[config.mk]
export PLATFORM = sky130hd
export DESIGN_NAME = ppsc_color
export DESIGN_NICKNAME = d
export VERILOG_FILES = /design/src/rtl/ppsc_pkg.sv /design/src/rtl/ppsc_color.sv
export SDC_FILE = /design/constraint.sdc
export NUM_CORES = 1
export LEC_CHECK = 0
export BUFFER_PORTS_ARGS = -buffer_cell sky130_fd_sc_hd__buf_2
export CAP_MARGIN = 20
export CORE_ASPECT_RATIO = 1.2
export CORE_MARGIN = 2
export CORE_UTILIZATION = 60
export DETAILED_ROUTE_END_ITERATION = 7
export PLACE_DENSITY = 0.84
export SLEW_MARGIN = 30
export SYNTH_ARGS = -nofsm -noshare
export SYNTH_HDL_FRONTEND = slang
export SYNTH_SLANG_ARGS = --single-unit
[constraint.sdc]
create_clock -name vclk -period 2.52
set_input_delay 0 -clock vclk [all_inputs]
set_output_delay 0 -clock vclk [all_outputs]
set_load 0.02 [all_outputs]
[src/rtl/ppsc_pkg.sv]
// ----------------------------------------------------------------------------
// ppsc_pkg
// shared constants, codes and color helpers for the palette pixel scaler
// ----------------------------------------------------------------------------
package ppsc_pkg;

    localparam int PALETTE_ENTRIES_DEF = 256;

    localparam int COLOR_W = 24;
    localparam int CHAN_W  = 8;
    localparam int PIX_W   = 16;
    localparam int INDEX_W = 8;
    localparam int PHASE_W = 2;
    localparam int PADDR_W = 3;
    localparam int PDATA_W = 32;

    // input item kinds
    localparam logic MODE_PAL_WRITE = 1'b0;
    localparam logic MODE_PIXEL     = 1'b1;

    // color_format codes
    localparam logic FMT_RGB565 = 1'b0;
    localparam logic FMT_RGB555 = 1'b1;

    // scale_mode codes
    localparam logic [1:0] SCALE_DIRECT = 2'd0;
    localparam logic [1:0] SCALE_DROP   = 2'd1;
    localparam logic [1:0] SCALE_SMOOTH = 2'd2;

    // group phases
    localparam logic [PHASE_W-1:0] PHASE_FIRST  = 2'd0;
    localparam logic [PHASE_W-1:0] PHASE_SECOND = 2'd1;
    localparam logic [PHASE_W-1:0] PHASE_THIRD  = 2'd2;
    localparam logic [PHASE_W-1:0] PHASE_FOURTH = 2'd3;

    // register select, taken from paddr bit 2
    localparam logic REG_COLOR_FORMAT = 1'b0;
    localparam logic REG_SCALE_MODE   = 1'b1;

    typedef struct packed {
        logic                 valid;
        logic [PHASE_W-1:0]   phase;
        logic                 in_range;
        logic                 line_end;
    } ppsc_stage_t;

    // one channel of the 3:1, 1:1 or 1:3 blend
    function automatic logic [CHAN_W-1:0] blend_chan(
        input logic [CHAN_W-1:0]  prev,
        input logic [CHAN_W-1:0]  cur,
        input logic [PHASE_W-1:0] phase
    );
        logic [CHAN_W+1:0] p1;
        logic [CHAN_W+1:0] c1;
        logic [CHAN_W+1:0] sum;
        logic [CHAN_W-1:0] res;
        p1 = {2'b00, prev};
        c1 = {2'b00, cur};
        case (phase)
            PHASE_SECOND: begin
                sum = (p1 << 1) + p1 + c1;
                res = sum[CHAN_W+1:2];
            end
            PHASE_THIRD: begin
                sum = p1 + c1;
                res = sum[CHAN_W:1];
            end
            PHASE_FOURTH: begin
                sum = p1 + (c1 << 1) + c1;
                res = sum[CHAN_W+1:2];
            end
            default: begin
                sum = c1;
                res = cur;
            end
        endcase
        return res;
    endfunction

    function automatic logic [PIX_W-1:0] pack_color(
        input logic               fmt,
        input logic [COLOR_W-1:0] color
    );
        logic [PIX_W-1:0] res;
        case (fmt)
            FMT_RGB555: res = {1'b0, color[23:19], color[15:11], color[7:3]};
            default:    res = {color[23:19], color[15:10], color[7:3]};
        endcase
        return res;
    endfunction

endpackage

[src/rtl/ppsc_color.sv]
// ----------------------------------------------------------------------------
// ppsc_color
// scale decision, channel blend and rgb565 / rgb555 packing
// ----------------------------------------------------------------------------
module ppsc_color (
    input  logic [ppsc_pkg::COLOR_W-1:0] prev_color,
    input  logic [ppsc_pkg::COLOR_W-1:0] cur_color,
    input  logic [ppsc_pkg::PHASE_W-1:0] phase,
    input  logic [1:0]                   scale_mode,
    input  logic                         color_format,
    output logic                         emit,
    output logic [ppsc_pkg::PIX_W-1:0]   packed_color
);

    logic                         smooth;
    logic                         skip_first;
    logic [ppsc_pkg::COLOR_W-1:0] blended;
    logic [ppsc_pkg::COLOR_W-1:0] chosen;

    always_comb begin
        smooth     = (scale_mode == ppsc_pkg::SCALE_SMOOTH);
        skip_first = smooth || (scale_mode == ppsc_pkg::SCALE_DROP);
        emit       = !(skip_first && (phase == ppsc_pkg::PHASE_FIRST));
        blended    = {ppsc_pkg::blend_chan(prev_color[23:16], cur_color[23:16], phase),
                      ppsc_pkg::blend_chan(prev_color[15:8],  cur_color[15:8],  phase),
                      ppsc_pkg::blend_chan(prev_color[7:0],   cur_color[7:0],   phase)};
        chosen       = smooth ? blended : cur_color;
        packed_color = ppsc_pkg::pack_color(color_format, chosen);
    end

endmodule

==> impl_summary.log, run 1 <==
INFO  metric max_cap_viol_count = 0
INFO  metric area_growth_syn_to_layout = 28.0%
INFO  metric detailedRoute.firstIterationViolations = between 200 and 250
INFO  metric criticalPathCategory = in2out
INFO  metric path_depth = 11
INFO  metric synthDistinctLibCells = between 60 and 70
INFO  metric cts-hold-fix-buffers = 0
INFO  metric pre_cts_ws = -0.106 ns
INFO  metric grt_pass1_wl = ~15,000 um
INFO  metric max_freq = 383 MHz
INFO  metric min_path_cells = 3
INFO  metric post_synth_inst_count = 410
INFO  metric critPathTopFamily = compound AO/OA/AOI/OAI gates
INFO  metric endpoint_kind = output port
INFO  metric fp.dieH = slightly below 90 um
INFO  metric drtPass1Iterations = 4
INFO  metric routed_wl = ~10,000 um
INFO  metric relSlewSlack = 0.336
INFO  metric grt_max_degree = 28
INFO  metric crit_path_max_fanout = 4
INFO  metric num_io_pins = 70
INFO  metric die_x = roughly 75 um
INFO  metric vias_in_the_first_global_route = 3,597
INFO  metric finish.net_count = ~660
INFO  metric tightestPinTransition = slightly below 1 ns
INFO  metric synth_warnings = 0
INFO  metric floorplan.initialDensity = 0.628
INFO  metric critPathMaxStageDelay = 0.46 ns
INFO  metric timing.final.ws_setup = -0.0887 ns
INFO  metric cp.arrival = 2.61 ns
INFO  metric finalMaxSlewViolations = 0
INFO  metric failing_checks = setup timing
INFO  metric static-leakage-power = 2.18 nW
INFO  metric layout.cells.most_common_list = ha_1 (59), buf_2 (55), inv_1 (42), fa_1 (42), buf_4 (27)
INFO  metric drt-wirelength-per-cell = roughly 18 um
INFO  metric antenna_found_initial = 0
INFO  metric layout_cell_share_with_drive_strength_beyond_1 = 0.325
INFO  metric power-per-cell-area = between 300 and 400 mW/mm^2
INFO  metric aggregate_global_routing_overflow = 0
INFO  metric drc = 0
INFO  metric n_sequential_cell = 0
INFO  metric global_route.usage.met1 = 0.342
INFO  metric run_status = finished with violations
INFO  metric design.die.area = approximately 0.0066 mm^2
INFO  metric synth_nets = approximately 570
INFO  metric unrepaired_setup_endpoints_after_global_routing = yes
INFO  metric post-route-min-period = roughly 2.6 ns
INFO  metric synth-seq-area-share = 0
INFO  metric detailedPlacementHpwl = roughly 7500 um
INFO  metric vias_per_cell = about 6.3
INFO  metric final-seq-area = 0 um^2
INFO  metric syn_avg_cell_area = just under 9 um^2
INFO  metric ir_drop = 0.230 mV
INFO  metric antenna_violating_nets_post_route = 0
INFO  metric most_common_library_cell_in_the_layout_ignoring_fill_and_taps = ha_1
INFO  metric globalRoute.busiestLayer = met2
INFO  metric hold_path.class = in2out
INFO  metric syn-cell-area = around 0.0036 mm^2
INFO  metric clock_buffer_cells = 0
INFO  metric grt.total_usage = 0.288
INFO  metric setup_viol = 4
INFO  metric path_buf_inv = 2
INFO  metric finalWeightedCongestion = slightly above 0.9
INFO  metric critPathRequiredTime = 2.52 ns
INFO  metric cp_slowest_cell = fa_1
INFO  metric hold_viol = 0
INFO  metric post-route-util = 0.803
INFO  metric crit_chain = buf_4 -> fa_1 -> ha_1 -> nand4b_1 -> a211oi_2 -> a31oi_1 -> xor2_1 -> o221ai_1 -> o22a_1 -> mux2_4 -> buf_6
INFO  metric antenna-diode-count = 0
INFO  metric core_area = approximately 0.0057 mm^2
INFO  metric global_route.usage.met2 = 0.557
INFO  metric placement_rows = 30
INFO  metric min_period_over_period = 1.04
INFO  metric critical_path.startpoint_type = primary input
INFO  metric grt.met3_usage = 0.0159
INFO  metric io_buffers = 70
INFO  metric routed-via-count = approximately 3,600
==> routing by layer <==
layer	up-vias	share of wire
met5	-	0
met4	0	0.030
met3	41	0.054
met2	154	0.54
met1	1747	0.38
li1	1671	-
==> logic make-up after synthesis <==
logic type | after synthesis | share of synthesized area
buf+inv | 55 | 0.0594
mux | 9 | 0.0266
xor+xnor | 34 | 0.0832
compound gates | 108 | 0.226
fa+ha+maj | 106 | 0.458
simple gates | 98 | 0.146
==> worst min-delay path, delay by kind of cell <==
family	cells	cell delay, ns
AOI/OAI and AO/OA	1	0.13
buffers and inverters	2	0.29
==> synth_stat cells, types with 3 or more instances <==
library cell | number | area (um^2)
a22oi_1 | 5 | 37.5
o21ai_1 | 6 | 30.0
o21ai_0 | 10 | 50.1
ha_1 | 64 | 801
a211oi_2 | 3 | 37.5
nor3_1 | 12 | 60.1
mux2_2 | 4 | 45.0
nand4b_1 | 3 | 26.3
o221ai_1 | 3 | 26.3
and3_1 | 6 | 37.5
nand2_1 | 22 | 82.6
nand4_1 | 4 | 25.0
a21oi_1 | 19 | 95.1
nor2b_1 | 5 | 31.3
a21o_1 | 9 | 67.6
mux2i_1 | 5 | 50.1
nor2_1 | 19 | 71.3
o2bb2ai_1 | 3 | 26.3
o22ai_1 | 6 | 37.5
nor3_2 | 4 | 40.0
nand3_1 | 11 | 55.1
o21a_1 | 3 | 22.5
a211oi_1 | 11 | 82.6
a31oi_1 | 4 | 25.0
fa_1 | 42 | 841
clkbuf_1 | 5 | 18.8
xnor2_1 | 18 | 158
xor2_1 | 16 | 140
inv_1 | 46 | 173
nand2b_1 | 5 | 31.3
==> cell type report <==
type,count,area [um^2]
well taps,80,100
inverters,47,179
multi-input cells,355,3660
fillers,352,1120
repair buffers,96,643
==> what timing repair did <==
action | 4_1_cts | 5_1_grt
setup buffers | 3 | 2
endpoints found under the setup margin | 12 | 13
pin swaps | 13 | 42
resized for setup | 24 | 61
==> worst paths after layout <==
kind	start	endpoint	slack [ns]
hold / removal	cur_color[7]	packed_color[4]	0.43
setup / recovery	cur_color[9]	packed_color[7]	-0.09
==> where the power goes <==
group / leakage [nW] / switching [mW] / internal (mW)
clock network: 0 / 0 / 0
registers: 0 / 0 / 0
logic: 2.18 / 0.873 / 0.754
==> per-stage QoR <==
stage / cell area, um^2 / total power [mW] / instances / TNS (ns) / hold WS, ns
global placement: 4150 / 1.26 / 573 / -0.0257 / 0.416
finish: 4580 / 1.63 / 578 / -0.170 / 0.431
detailed placement: 4150 / 1.32 / 573 / -0.542 / 0.418
floorplan: 3580 / 0.932 / 410 / 0 / 0.180
global route: 4580 / 1.78 / 578 / -1.01 / 0.464
CTS: 4270 / 1.38 / 576 / -0.00997 / 0.418
No activity file was read; power rests on OpenSTA's default activity.
==> run 2: changes to the inputs <==
BUFFER_PORTS_ARGS = default   (was -buffer_cell sky130_fd_sc_hd__buf_2)
CORE_MARGIN = 3   (was 2)
DONT_BUFFER_PORTS = 1   (was default)
PLACE_DENSITY = 0.74   (was 0.84)
==> run 2 against run 1 <==
  * The run now ends clean
  * Total power shrank 24%
  * Global-route usage shrank 4.9 points
  * Via count down 15%
  * Critical path depth grew 1
  * Die area increased by 5.0%
==> impl_summary.log, run 2 (synthesis results as in run 1) <==
INFO  metric min_period_over_period = 0.949 (was 1.04)
INFO  metric finalWeightedCongestion = 0.827 (was 0.913)
INFO  metric routed_wl = 8270 um (was 10,300 um)
INFO  metric detailedRoute.firstIterationViolations = 129 (was 238)
INFO  metric fin_cells = 500 (was 578)
INFO  metric vias_per_cell = 6.17 (was 6.25)
INFO  metric power_report.internal_total = 0.584 mW (was 0.754 mW)
INFO  metric antenna_violating_nets_post_route = 0 (unchanged)
INFO  metric clock_buffer_cells = 0 (unchanged)
INFO  metric critPathRequiredTime = 2.52 ns (about the same)
INFO  metric dp_cells = 495 (was 573)
INFO  metric static-leakage-power = 1.77 nW (was 2.18 nW)
INFO  metric unrepaired_setup_endpoints_after_global_routing = yes (unchanged)
INFO  metric critical_path.startpoint_type = primary input (unchanged)
INFO  metric power-per-cell-area = 321 mW/mm^2 (was 355 mW/mm^2)
INFO  metric antenna_found_initial = 0 (unchanged)
INFO  metric floorplan.initialDensity = 0.628 (unchanged)
INFO  metric most_common_library_cell_in_the_layout_ignoring_fill_and_taps = ha_1 (unchanged)
INFO  metric crit_path_max_fanout = 4 (unchanged)
INFO  metric total_power = 1.23 mW (was 1.63 mW)
INFO  metric relSlewSlack = 0.424 (was 0.336)
INFO  metric drc = 0 (unchanged)
INFO  metric n_sequential_cell = 0 (unchanged)
INFO  metric grt.total_usage = 0.239 (was 0.288)
INFO  metric max_freq = 418 MHz (was 383 MHz)
INFO  metric placed_area = 0.00374 mm^2 (was 0.00415 mm^2)
INFO  metric tightestPinTransition = 0.863 ns (was 0.990 ns)
INFO  metric final-seq-area = 0 um^2 (unchanged)
INFO  metric grt_pass1_wl = 14,100 um (was 15,300 um)
INFO  metric die_x = 76.5 um (was 74.5 um)
INFO  metric switching_power_summed_over_all_nets = 0.649 mW (was 0.873 mW)
INFO  metric routed-via-count = 3,084 (was 3,613)
INFO  metric n_fill_cell = 493 (was 352)
INFO  metric fin_area = 0.00385 mm^2 (was 0.00458 mm^2)
INFO  metric antenna-diode-count = 0 (unchanged)
INFO  metric power_switching_share = 0.527 (was 0.536)
INFO  metric core_area = 0.00571 mm^2 (unchanged)
INFO  metric timing.final.ws_setup = 0.128 ns (was -0.0887 ns)
INFO  metric finish.net_count = 581 (was 659)
INFO  metric post-route-min-period = 2.39 ns (was 2.61 ns)
INFO  metric design.die.area = 0.00694 mm^2 (was 0.00661 mm^2)
INFO  metric layout.cells.most_common_list = ha_1 (63), inv_1 (45), fa_1 (42) (was ha_1 (59), buf_2 (55), inv_1 (42), fa_1 (42), buf_4 (27))
INFO  metric power.clock.fraction = 0 (about the same)
INFO  metric num_io_pins = 70 (unchanged)
INFO  metric max_cap_viol_count = 0 (unchanged)
INFO  metric setup_viol = 0 (was 4)
INFO  metric grt_max_degree = 28 (unchanged)
INFO  metric detailedPlacementHpwl = 6990 um (was 7500 um)
INFO  metric ir_drop = 0.167 mV (was 0.230 mV)
INFO  metric drtPass1Iterations = 5 (was 4)
INFO  metric p_comb_frac = 1.000 (about the same)
INFO  metric placement_rows = 30 (unchanged)
INFO  metric fp.dieH = 90.6 um (was 88.6 um)
INFO  metric pre_cts_ws = 0.0183 ns (was -0.106 ns)
INFO  metric criticalPathCategory = in2out (unchanged)
INFO  metric run_status = complete, no violations (was finished with violations)
INFO  metric multi_input_area = 0.00343 mm^2 (was 0.00366 mm^2)
INFO  metric sequentialPowerShare = 0 (about the same)
INFO  metric area_growth_syn_to_layout = 7.41% (was 28.0%)
INFO  metric layout_cell_share_with_drive_strength_beyond_1 = 0.126 (was 0.325)
INFO  metric drt-wirelength-per-cell = 16.5 um (was 17.8 um)
INFO  metric hold_viol = 0 (unchanged)
INFO  metric io_buffers = 0 (was 70)
INFO  metric finalMaxSlewViolations = 0 (unchanged)
INFO  metric hold_path.class = in2out (unchanged)
INFO  metric vias_in_the_first_global_route = 3,039 (was 3,597)
INFO  metric endpoint_kind = output port (unchanged)
INFO  metric aggregate_global_routing_overflow = 0 (unchanged)
INFO  metric cp.arrival = 2.39 ns (was 2.61 ns)
-- run 2: cell types whose count changed in the layout (fill, tap and decap cells not counted), moves of 5 or more --
cell and change:
nor3_1 +8, buf_2 -55, buf_4 -9, nor3_2 -5, buf_6 -10
-- run 2: what timing repair did --
action | 4_1_cts | 5_1_grt
setup buffers | 0 | 5
hold buffers | 0 | 0
gates resized for setup | 0 | 13
endpoints found under the setup margin | 0 | 6
hold endpoints to repair | 0 | 0
-- run 2: through the flow --
| step | setup TNS (ns) | utilization | hold WS, ns |
|---|---|---|---|
| 4_1_cts | 0 | 0.656 | 0.0967 |
| 3_5_place_dp | 0 | 0.656 | 0.0969 |
| 6_report | 0 | 0.674 | 0.0953 |
| 2_1_floorplan | 0 | - | 0.180 |
| 5_1_grt | -0.147 | 0.674 | 0.103 |
| 3_3_place_gp | 0 | 0.656 | 0.0973 |
-- run 2: final cells by class --
type / instances / area share
multi-input cells: 355 / 0.892
inverters: 47 / 0.0468
repair buffers: 18 / 0.0351
well taps: 80 / 0.0260
-- run 2: worst max-delay path, cell delays in order --
cell and delay [ns]:
inv_1 0.07, fa_1 0.55, inv_1 0.06, ha_4 0.21, o21ai_2 0.15, a22oi_2 0.13
a211oi_2 0.31, xnor2_1 0.12, a221o_1 0.36, o22ai_2 0.13, mux2i_1 0.12, buf_4 0.17
-- run 2: final timing paths --
kind	startpoint	end	slack, ns	depth (start not counted)
worst max-delay path	prev_color[18]	packed_color[14]	0.13	12
worst min-delay path	color_format	packed_color[15]	0.1	1
-- run 2: per-layer routing --
layer / wire length [um] / part of all wire / vias to the layer above / GRT usage
met5: 0 / 0 / - / 0
met3: 406 / 0.049 / 4 / 0.0250
met2: 4350 / 0.53 / 86 / 0.448
met4: 29 / 0.0035 / 0 / 0.00906
li1: - / - / 1518 / -
met1: 3480 / 0.42 / 1476 / 0.309
-- run 2: power by group through the flow --
stage / combinational [mW] / clock, mW / sequential (mW)
5_1_grt: 1.38 / 0 / 0
3_5_place_dp: 1.15 / 0 / 0
3_3_place_gp: 1.12 / 0 / 0
6_report: 1.23 / 0 / 0
2_1_floorplan: 0.932 / 0 / 0
4_1_cts: 1.16 / 0 / 0
==> run 3: changes to the inputs <==
PLACE_DENSITY = 0.81   (was 0.74)
==> run 3 against run 2 <==
  * Critical path depth unchanged
  * Cell area fell by 2.2%
  * Sequential cell count unchanged
  * Core utilization is 1.5 points lower
  * Highest routed layer unchanged
  * Critical path type unchanged
  * Largest power group unchanged
==> impl_summary.log, run 3 (synthesis results as in run 1) <==
INFO  metric run_status = complete, no violations (unchanged)
INFO  metric final-seq-area = 0 um^2 (unchanged)
INFO  metric ir_drop = 0.207 mV (was 0.167 mV)
INFO  metric cp.arrival = 2.39 ns (about the same)
INFO  metric die_x = 76.5 um (unchanged)
INFO  metric power_report.internal_total = 0.549 mW (was 0.584 mW)
INFO  metric switching_power_summed_over_all_nets = 0.642 mW (was 0.649 mW)
INFO  metric antenna_found_initial = 0 (unchanged)
INFO  metric multi_input_area = 0.00341 mm^2 (was 0.00343 mm^2)
INFO  metric detailedRoute.firstIterationViolations = 124 (was 129)
INFO  metric finalWeightedCongestion = 0.823 (was 0.827)
INFO  metric vias_in_the_first_global_route = 3,274 (was 3,039)
INFO  metric grt.total_usage = 0.245 (was 0.239)
INFO  metric finish.net_count = 573 (was 581)
INFO  metric p_comb_frac = 1.000 (about the same)
INFO  metric timing.final.ws_setup = 0.126 ns (was 0.128 ns)
INFO  metric design.die.area = 0.00694 mm^2 (unchanged)
INFO  metric grt_pass1_wl = 14,400 um (was 14,100 um)
INFO  metric vias_per_cell = 6.24 (was 6.17)
INFO  metric antenna-diode-count = 0 (unchanged)
INFO  metric area_growth_syn_to_layout = 5.03% (was 7.41%)
INFO  metric post-route-min-period = 2.39 ns (about the same)
INFO  metric routed_wl = 8390 um (was 8270 um)
INFO  metric total_power = 1.19 mW (was 1.23 mW)
INFO  metric tightestPinTransition = 0.919 ns (was 0.863 ns)
INFO  metric clock_buffer_cells = 0 (unchanged)
INFO  metric floorplan.initialDensity = 0.628 (unchanged)
INFO  metric finalMaxSlewViolations = 0 (unchanged)
INFO  metric unrepaired_setup_endpoints_after_global_routing = yes (unchanged)
INFO  metric fp.dieH = 90.6 um (unchanged)
INFO  metric sequentialPowerShare = 0 (about the same)
INFO  metric power-per-cell-area = 317 mW/mm^2 (was 321 mW/mm^2)
INFO  metric critical_path.startpoint_type = primary input (unchanged)
INFO  metric most_common_library_cell_in_the_layout_ignoring_fill_and_taps = ha_1 (unchanged)
INFO  metric endpoint_kind = output port (unchanged)
INFO  metric static-leakage-power = 1.73 nW (was 1.77 nW)
INFO  metric routed-via-count = 3,069 (was 3,084)
INFO  metric max_cap_viol_count = 0 (unchanged)
INFO  metric grt_max_degree = 28 (unchanged)
INFO  metric pre_cts_ws = -0.00175 ns (was 0.0183 ns)
INFO  metric placement_rows = 30 (unchanged)
INFO  metric power.clock.fraction = 0 (about the same)
INFO  metric num_io_pins = 70 (unchanged)
INFO  metric power_switching_share = 0.539 (was 0.527)
INFO  metric antenna_violating_nets_post_route = 0 (unchanged)
INFO  metric hold_viol = 0 (unchanged)
INFO  metric drt-wirelength-per-cell = 17.0 um (was 16.5 um)
INFO  metric criticalPathCategory = in2out (unchanged)
INFO  metric detailedPlacementHpwl = 7330 um (was 6990 um)
INFO  metric n_sequential_cell = 0 (unchanged)
INFO  metric io_buffers = 0 (unchanged)
INFO  metric aggregate_global_routing_overflow = 0 (unchanged)
INFO  metric crit_path_max_fanout = 5 (was 4)
INFO  metric postCtsSetupBuffers = 0 (unchanged)
INFO  metric n_fill_cell = 514 (was 493)
INFO  metric max_freq = 418 MHz (about the same)
INFO  metric drtPass1Iterations = 4 (was 5)
INFO  metric hold_path.class = in2out (unchanged)
INFO  metric cts-hold-fix-buffers = 0 (unchanged)
INFO  metric critPathRequiredTime = 2.52 ns (about the same)
INFO  metric drc = 0 (unchanged)
INFO  metric layout_cell_share_with_drive_strength_beyond_1 = 0.0995 (was 0.126)
INFO  metric setup_viol = 0 (unchanged)
INFO  metric min_period_over_period = 0.950 (was 0.949)
INFO  metric layout.cells.most_common_list = ha_1 (64), inv_1 (46), fa_1 (42) (was ha_1 (63), inv_1 (45), fa_1 (42))
INFO  metric core_area = 0.00571 mm^2 (unchanged)
INFO  metric relSlewSlack = 0.386 (was 0.424)
==> run 3: stage by stage <==
step / utilization / hold slack [ns] / cell area, um^2 / cells / setup TNS, ns
2_1_floorplan: - / 0.180 / 3580 / 410 / 0
3_3_place_gp: 0.652 / 0.0900 / 3720 / 492 / 0
3_5_place_dp: 0.652 / 0.0897 / 3720 / 492 / -0.00175
4_1_cts: 0.653 / 0.0895 / 3720 / 492 / 0
5_1_grt: 0.659 / 0.0887 / 3760 / 492 / -0.0170
6_report: 0.659 / 0.0898 / 3760 / 492 / 0
==> run 3: critical path, stage by stage <==
cell	delay (ns)
inv_1	0.06
fa_1	0.54
inv_1	0.05
ha_1	0.27
nand4_1	0.11
a22oi_2	0.35
a21o_1	0.17
a211oi_1	0.06
a2111oi_1	0.31
o31ai_1	0.15
mux2i_1	0.17
buf_4	0.16
==> run 3: power groups by stage <==
stage / Clock (mW) / Sequential [mW] / Combinational (mW)
5_1_grt: 0 / 0 / 1.34
3_3_place_gp: 0 / 0 / 1.11
6_report: 0 / 0 / 1.19
2_1_floorplan: 0 / 0 / 0.932
4_1_cts: 0 / 0 / 1.17
3_5_place_dp: 0 / 0 / 1.16
==> run 3: layer usage <==
layer | GRT usage | vias up | wire (um)
met5 | 0 | - | 0
met4 | 0.0317 | 0 | 96
met3 | 0.0240 | 11 | 418
met2 | 0.473 | 90 | 4380
met1 | 0.296 | 1468 | 3490
li1 | - | 1500 | -
==> run 3: area by class of cell <==
type	instances	share of cell area
Tap cell	80	0.0266
Multi-Input combinational cell	355	0.907
Inverter	47	0.0469
Timing Repair Buffer	10	0.0200
==> run 3: repair_timing <==
action,CTS,global route
pin swaps,0,9
cloned,0,0
setup endpoints to repair,1,8
resized for setup,1,8
==> run 3: path summary, 6_finish.rpt <==
path,depth (start not counted),startpoint,end
setup / recovery,12,cur_color[18],packed_color[13]
hold / removal,1,color_format,packed_color[15]
